===== src/sv/gsr_pkg.sv =====
`timescale 1ns / 1ps
// Shared types and constants for the streaming GCD reducer.
// No dependencies; imported by gsr_core and gcd_stream_reduce.
package gsr_pkg;

   // Default datapath width of the running GCD
   localparam int DATA_WIDTH_DEF = 32;

   // Fixed widths of the item fields on the ports
   localparam int VALUE_WIDTH   = 32;
   localparam int DIVISOR_WIDTH = 32;

   // Control from the sequencer to the GCD unit
   typedef struct packed {
      logic start;
   } gsr_ctl_type;

   // Status from the GCD unit back to the sequencer
   typedef struct packed {
      logic busy;
      logic done;
   } gsr_stat_type;

endpackage


===== src/sv/gsr_core.sv =====
`timescale 1ns / 1ps
// Iterative binary GCD unit: one shift, swap or subtract per cycle.
// Depends on gsr_pkg for the control and status structs.
module gsr_core #(
   parameter int DATA_WIDTH = gsr_pkg::DATA_WIDTH_DEF
) (
   input  logic                     clock,
   input  logic                     reset,
   input  gsr_pkg::gsr_ctl_type     ctl,
   input  logic [DATA_WIDTH-1:0]    opnd_a,
   input  logic [DATA_WIDTH-1:0]    opnd_b,
   output gsr_pkg::gsr_stat_type    stat,
   output logic [DATA_WIDTH-1:0]    result
);
   import gsr_pkg::*;

   localparam int KW = $clog2(DATA_WIDTH + 1);

   typedef enum logic [1:0] {
      C_IDLE,
      C_RUN,
      C_SHIFT,
      C_DONE
   } core_state_type;

   core_state_type        state_ff, state_in;
   logic [DATA_WIDTH-1:0] a_ff, a_in;
   logic [DATA_WIDTH-1:0] b_ff, b_in;
   logic [KW-1:0]         k_ff, k_in;

   // Shared subtractor; its borrow doubles as the magnitude compare
   logic [DATA_WIDTH:0]   sub;
   logic                  borrow;

   assign sub    = {1'b0, a_ff} - {1'b0, b_ff};
   assign borrow = sub[DATA_WIDTH];

   // Sequence the reduction steps
   always_comb begin
      state_in = state_ff;
      a_in     = a_ff;
      b_in     = b_ff;
      k_in     = k_ff;
      case (state_ff)
         C_IDLE: begin
            if (ctl.start) begin
               a_in     = opnd_a;
               b_in     = opnd_b;
               k_in     = '0;
               state_in = C_RUN;
            end
         end
         C_RUN: begin
            if (a_ff == '0) begin
               // gcd(0, b) = b; move it to a for the fixup
               a_in     = b_ff;
               state_in = C_SHIFT;
            end else if (b_ff == '0) begin
               state_in = C_SHIFT;
            end else if (!a_ff[0] && !b_ff[0]) begin
               // pull out a common factor of two
               a_in = {1'b0, a_ff[DATA_WIDTH-1:1]};
               b_in = {1'b0, b_ff[DATA_WIDTH-1:1]};
               k_in = k_ff + KW'(1);
            end else if (!a_ff[0]) begin
               a_in = {1'b0, a_ff[DATA_WIDTH-1:1]};
            end else if (!b_ff[0]) begin
               b_in = {1'b0, b_ff[DATA_WIDTH-1:1]};
            end else if (borrow) begin
               // keep the larger operand in a
               a_in = b_ff;
               b_in = a_ff;
            end else begin
               a_in = sub[DATA_WIDTH-1:0];
            end
         end
         C_SHIFT: begin
            // restore the common powers of two, one per cycle
            if (k_ff == '0) begin
               state_in = C_DONE;
            end else begin
               a_in = {a_ff[DATA_WIDTH-2:0], 1'b0};
               k_in = k_ff - KW'(1);
            end
         end
         C_DONE: begin
            state_in = C_IDLE;
         end
         default: begin
            state_in = C_IDLE;
         end
      endcase
   end

   // Hold state and operands
   always_ff @(posedge clock) begin
      if (reset) begin
         state_ff <= C_IDLE;
         k_ff     <= '0;
      end else begin
         state_ff <= state_in;
         k_ff     <= k_in;
      end
      a_ff <= a_in;
      b_ff <= b_in;
   end

   assign stat.busy = (state_ff != C_IDLE);
   assign stat.done = (state_ff == C_DONE);
   assign result    = a_ff;

   // A start in idle always launches a run
   a_start_runs: assert property (@(posedge clock) disable iff (reset)
      (state_ff == C_IDLE && ctl.start) |=> (state_ff == C_RUN))
      else $error("gsr_core: start did not launch a run");

   // Done lasts a single cycle
   a_done_pulse: assert property (@(posedge clock) disable iff (reset)
      stat.done |=> !stat.done)
      else $error("gsr_core: done held longer than one cycle");

   // Common factor of two is counted
   a_k_count: assert property (@(posedge clock) disable iff (reset)
      (state_ff == C_RUN && a_ff != '0 && b_ff != '0 && !a_ff[0] && !b_ff[0])
      |=> (k_ff == $past(k_ff) + KW'(1)))
      else $error("gsr_core: common factor of two not counted");

   // Fixup never leaves while shifts are still pending
   a_shift_exit: assert property (@(posedge clock) disable iff (reset)
      (state_ff == C_SHIFT && k_ff != '0) |=> (state_ff == C_SHIFT))
      else $error("gsr_core: left fixup with shifts pending");

endmodule


===== src/sv/gcd_stream_reduce.sv =====
`timescale 1ns / 1ps
// Each item is folded by the binary GCD unit doing one shift, swap or subtract per cycle.
// Throughput: one item at a time; req_stall is high until the fold of the item ends,
// and for the last item of a set until its result enters the output register.
// A finished result waits in the output register while the next item is taken.
// Reset (synchronous, active high) clears the running GCD to zero and empties the output.
// Top level of the streaming GCD reducer; depends on gsr_pkg and gsr_core.
module gcd_stream_reduce #(
   parameter int DATA_WIDTH = gsr_pkg::DATA_WIDTH_DEF
) (
   input  logic                              clock,
   input  logic                              reset,
   input  logic                              req_valid,
   output logic                              req_stall,
   input  logic [gsr_pkg::VALUE_WIDTH-1:0]   req_value,
   input  logic                              req_last,
   output logic                              rsp_valid,
   input  logic                              rsp_stall,
   output logic [gsr_pkg::DIVISOR_WIDTH-1:0] rsp_divisor
);
   import gsr_pkg::*;

   typedef enum logic [1:0] {
      S_IDLE,
      S_BUSY,
      S_EMIT
   } top_state_type;

   top_state_type               state_ff, state_in;
   logic [DATA_WIDTH-1:0]       running_ff, running_in;
   logic                        last_ff, last_in;
   logic                        rsp_valid_ff, rsp_valid_in;
   logic [DIVISOR_WIDTH-1:0]    rsp_divisor_ff, rsp_divisor_in;

   gsr_ctl_type                 ctl;
   gsr_stat_type                stat;
   logic [DATA_WIDTH-1:0]       core_result;
   logic [DATA_WIDTH-1:0]       value_ext;
   logic [DATA_WIDTH+VALUE_WIDTH-1:0]   value_wide;
   logic [DATA_WIDTH+DIVISOR_WIDTH-1:0] running_wide;
   logic                        accept;
   logic                        slot_free;

   // Fit the item value and the result to the datapath and field widths
   assign value_wide   = {{DATA_WIDTH{1'b0}}, req_value};
   assign value_ext    = value_wide[DATA_WIDTH-1:0];
   assign running_wide = {{DIVISOR_WIDTH{1'b0}}, running_ff};

   assign accept    = req_valid && (state_ff == S_IDLE);
   assign slot_free = !rsp_valid_ff || !rsp_stall;
   assign ctl.start = accept;

   gsr_core #(
      .DATA_WIDTH (DATA_WIDTH)
   ) u_core (
      .clock  (clock),
      .reset  (reset),
      .ctl    (ctl),
      .opnd_a (running_ff),
      .opnd_b (value_ext),
      .stat   (stat),
      .result (core_result)
   );

   // Sequence one item: fold, then emit on the last item of a set
   always_comb begin
      state_in       = state_ff;
      running_in     = running_ff;
      last_in        = last_ff;
      rsp_valid_in   = rsp_valid_ff && rsp_stall;
      rsp_divisor_in = rsp_divisor_ff;
      case (state_ff)
         S_IDLE: begin
            if (accept) begin
               last_in  = req_last;
               state_in = S_BUSY;
            end
         end
         S_BUSY: begin
            if (stat.done) begin
               running_in = core_result;
               state_in   = last_ff ? S_EMIT : S_IDLE;
            end
         end
         S_EMIT: begin
            // hold until the output register frees up
            if (slot_free) begin
               rsp_valid_in   = 1'b1;
               rsp_divisor_in = running_wide[DIVISOR_WIDTH-1:0];
               running_in     = '0;
               state_in       = S_IDLE;
            end
         end
         default: begin
            state_in = S_IDLE;
         end
      endcase
   end

   // Hold state, running GCD and the output register
   always_ff @(posedge clock) begin
      if (reset) begin
         state_ff     <= S_IDLE;
         running_ff   <= '0;
         rsp_valid_ff <= 1'b0;
      end else begin
         state_ff     <= state_in;
         running_ff   <= running_in;
         rsp_valid_ff <= rsp_valid_in;
      end
      last_ff        <= last_in;
      rsp_divisor_ff <= rsp_divisor_in;
   end

   assign req_stall   = (state_ff != S_IDLE);
   assign rsp_valid   = rsp_valid_ff;
   assign rsp_divisor = rsp_divisor_ff;

   // Core is only started from idle and never while it is busy
   a_start_idle: assert property (@(posedge clock) disable iff (reset)
      ctl.start |-> !stat.busy)
      else $error("gcd_stream_reduce: core started while busy");

   // A non-last item returns to idle without a result
   a_fold_only: assert property (@(posedge clock) disable iff (reset)
      (state_ff == S_BUSY && stat.done && !last_ff)
      |=> (state_ff == S_IDLE && rsp_valid_ff == $past(rsp_valid_ff && rsp_stall)))
      else $error("gcd_stream_reduce: result produced for non-last item");

   // Emitting loads the output and clears the running GCD
   a_emit_clear: assert property (@(posedge clock) disable iff (reset)
      (state_ff == S_EMIT && slot_free) |=> (rsp_valid_ff && running_ff == '0))
      else $error("gcd_stream_reduce: emit did not load output and clear");

   // The core is busy whenever an item is being folded
   a_busy_core: assert property (@(posedge clock) disable iff (reset)
      (state_ff == S_BUSY) |-> stat.busy)
      else $error("gcd_stream_reduce: folding with an idle core");

endmodule

===== config.mk =====
export PLATFORM = sky130hd
export DESIGN_NAME = gcd_stream_reduce
export DESIGN_NICKNAME = d
export VERILOG_FILES = /design/src/sv/gsr_pkg.sv /design/src/sv/gsr_core.sv /design/src/sv/gcd_stream_reduce.sv
export SDC_FILE = /design/constraint.sdc
export NUM_CORES = 1
export LEC_CHECK = 0
export BUFFER_PORTS_ARGS = -buffer_cell sky130_fd_sc_hd__buf_2
export CORE_MARGIN = 5
export CORE_UTILIZATION = 50
export DETAILED_ROUTE_END_ITERATION = 8
export GPL_TIMING_DRIVEN = 1
export PLACE_DENSITY = 0.75
export SKIP_LAST_GASP = 1
export SLEW_MARGIN = 25
export SYNTH_ARGS = -nofsm -noshare
export SYNTH_HDL_FRONTEND = slang
export SYNTH_SLANG_ARGS = --single-unit
export TNS_END_PERCENT = 100

===== constraint.sdc =====
create_clock -name clock -period 4.2 [get_ports clock]
set_input_delay 0.84 -clock clock [delete_from_list [all_inputs] [get_ports clock]]
set_output_delay 0.84 -clock clock [all_outputs]
set_load 0.01 [all_outputs]

==> flow_summary.json <==
{
  "status": "finished clean",
  "grt_use_total_pct": 26.8,
  "synth-edff-count": 97,
  "regArea_um2": 3770,
  "path_class": "reg2reg",
  "arrival_ps": 3750,
  "cts_setup_buffers": 0,
  "cts-buffers-inserted": 17,
  "rows": 48,
  "drt_pass1_iterations": 6,
  "hold_buffers": 0,
  "io_buffers": 70,
  "route.antenna.remaining_nets": 0,
  "hpwl_um": 19000,
  "fin_crit_sh_pct": 85.0,
  "yosysSeqAreaShare_pct": 42.5,
  "synthFlopType": "edfxtp_1",
  "tritoncts": "built",
  "dieArea_um2": 20500,
  "critical_path.top_delay_family": "compound AO/OA/AOI/OAI gates",
  "ys_types": 64,
  "syn-cell-area_um2": 8880,
  "slowest_stage": "edfxtp_1",
  "final_cell_mix": "119 x nor2_1, 97 x edfxtp_1, 96 x a21oi_1",
  "antenna_found_initial": 0,
  "synth_area_per_cell_um2": 9.06,
  "final_common_cell": "nor2_1",
  "setup_tns_ps": 0,
  "via_per_inst": 6.40,
  "clockRootBuffer": "clkbuf_16",
  "routed.top_layer": "met4",
  "ctsResizeCount": 0,
  "syn-instance-count": 980,
  "tightest_slew_ps": 858,
  "wl_met2_um": 11700,
  "gp_congestion": 0.978,
  "critPathBufInv": 1,
  "core_um2": 17400,
  "setup_viol": 0,
  "yosysWarnings": 0,
  "grt_max_degree": 56,
  "clk_pin_slew_ps": 60,
  "syn_nets": 1062,
  "routedWlPerCell_um": 21.2,
  "clk_latency_ps": 430,
  "grt_pass1_wl_um": 42800,
  "wl_met1_um": 11500,
  "grt_setup_unrepaired": "false",
  "hp-class": "reg2reg",
  "areaGrowthSynthToFinish_pct": 13.5,
  "start_util_pct": 51.1,
  "post-route-min-period_ps": 3570,
  "crit_path_cell_trace": "inv_1 -> ha_1 -> fa_1 -> nand2b_1 -> a21o_1 -> a211o_1 -> a21oi_1 -> or3_1 -> o21ai_4 -> and2_1 -> a221oi_1 -> nand2_1",
  "wl_met3_um": 3170,
  "fmax_mhz": 280,
  "slew_headroom_pct": 42.7,
  "cts_buffer_depth": 2,
  "clock_sinks": 140,
  "fp.dieH_um": 143,
  "num_io_pins": 71,
  "fp.dieW_um": 143,
  "final_hold_viol_count": 0,
  "drt_first_iter_violations": 947,
  "grt_pass1_vias": 7683,
  "ys_ff_latch": 140,
  "n_fill_cell": 1548,
  "timing.critical_path.from_type": "flip-flop",
  "multi_input_area_um2": 4720,
  "synthArstFlopShare_pct": 0,
  "grt-ovfl-total": 0,
  "final_nets": 1116,
  "drive_gt1_share_pct": 13.5,
  "wl_um": 26900,
  "n_antenna_cell": 0,
  "max_stage_delay_ps": 450,
  "cp-end-kind": "flip-flop",
  "drc": 0,
  "crit_required_ps": 4380,
  "vias": 8144,
  "finClkSkew_ps": 8.34,
  "cp_max_fo": 9,
  "htreeDepth": 4,
  "slew_viol_final": 0,
  "cap_viol_max_count": 0
}
path summary, 6_finish.rpt:
check	from	to	slack, ps	depth (start not counted)
worst min register to register	running_ff[21]	rsp_divisor[21]	470	0
worst max register to register	u_core.result[0]	u_core.result[30]	630	12
worst max-delay path	u_core.result[0]	u_core.result[30]	630	12
worst min-delay path	running_ff[21]	rsp_divisor[21]	470	0
metal layers:
| metal | global-route usage (%) | vias up |
|---|---|---|
| li1 | - | 3781 |
| met3 | 6.60 | 62 |
| met5 | 0 | - |
| met1 | 38.9 | 3780 |
| met2 | 39.9 | 521 |
| met4 | 7.63 | 0 |
cell type report:
cell class / instances / area share, %
timing repair buffer: 94 / 5.27
multi-input combinational: 731 / 46.9
clock buffer: 19 / 4.30
sequential: 140 / 37.5
clock inverter: 13 / 1.42
tap: 225 / 2.79
inverter: 50 / 1.86
cell usage after synthesis, types with 3 or more instances:
cell,instances,share of area [%]
or3_1,6,0.42
xnor2_1,16,1.6
a22oi_1,38,3.2
nor3_1,15,0.85
a21oi_1,97,5.5
edfxtp_1,97,33
o211ai_1,10,0.85
xor2_1,14,1.4
nor2_1,121,5.1
o21ai_0,64,3.6
o21bai_1,3,0.25
and3_1,15,1.1
o221ai_1,5,0.49
a221oi_1,24,2.4
dfxtp_1,43,9.7
a21o_1,20,1.7
inv_1,50,2.1
nand2_1,66,2.8
clkbuf_1,54,2.3
buf_2,4,0.23
o21a_1,5,0.42
nand4_1,11,0.78
nor2b_1,4,0.28
a211oi_1,5,0.42
or2_2,3,0.21
or4_1,3,0.25
nor4_1,20,1.4
a31oi_1,12,0.85
o211a_1,10,1.1
nand3_1,16,0.90
ha_1,43,6.1
a211o_1,5,0.49
nand2b_1,10,0.70
mux2i_1,33,3.7
logic make-up after synthesis:
kind of cell,after synthesis,share of synthesized area [%]
xor+xnor,30,2.96
simple gates,299,15.6
compound gates,324,24.0
fa+ha+maj,45,6.51
flops,140,42.5
buf+inv,109,4.75
mux,33,3.72
per-stage QoR:
stage | util, % | hold slack [ps] | instances | area, um2 | setup slack, ps
4_1_cts | 58.0 | 462 | 1272 | 10100 | 691
2_1_floorplan | - | 426 | 980 | 8880 | 610
3_5_place_dp | 54.7 | 452 | 1240 | 9500 | 711
6_report | 58.0 | 466 | 1272 | 10100 | 632
5_1_grt | 58.0 | 475 | 1272 | 10100 | 476
3_3_place_gp | 54.7 | 452 | 1240 | 9500 | 798
sequential cells by signal, indices dropped and copies added, names as in the netlist:
signal / count
last_ff: 1
rsp_divisor: 32
rsp_valid: 1
running_ff: 32
state_ff: 2
u_core.b_ff: 32
u_core.k_ff: 6
u_core.result: 32
u_core.state_ff: 2
Power is not shown: default switching activity piles up to over one toggle a cycle in this logic, so the estimate is an artifact.
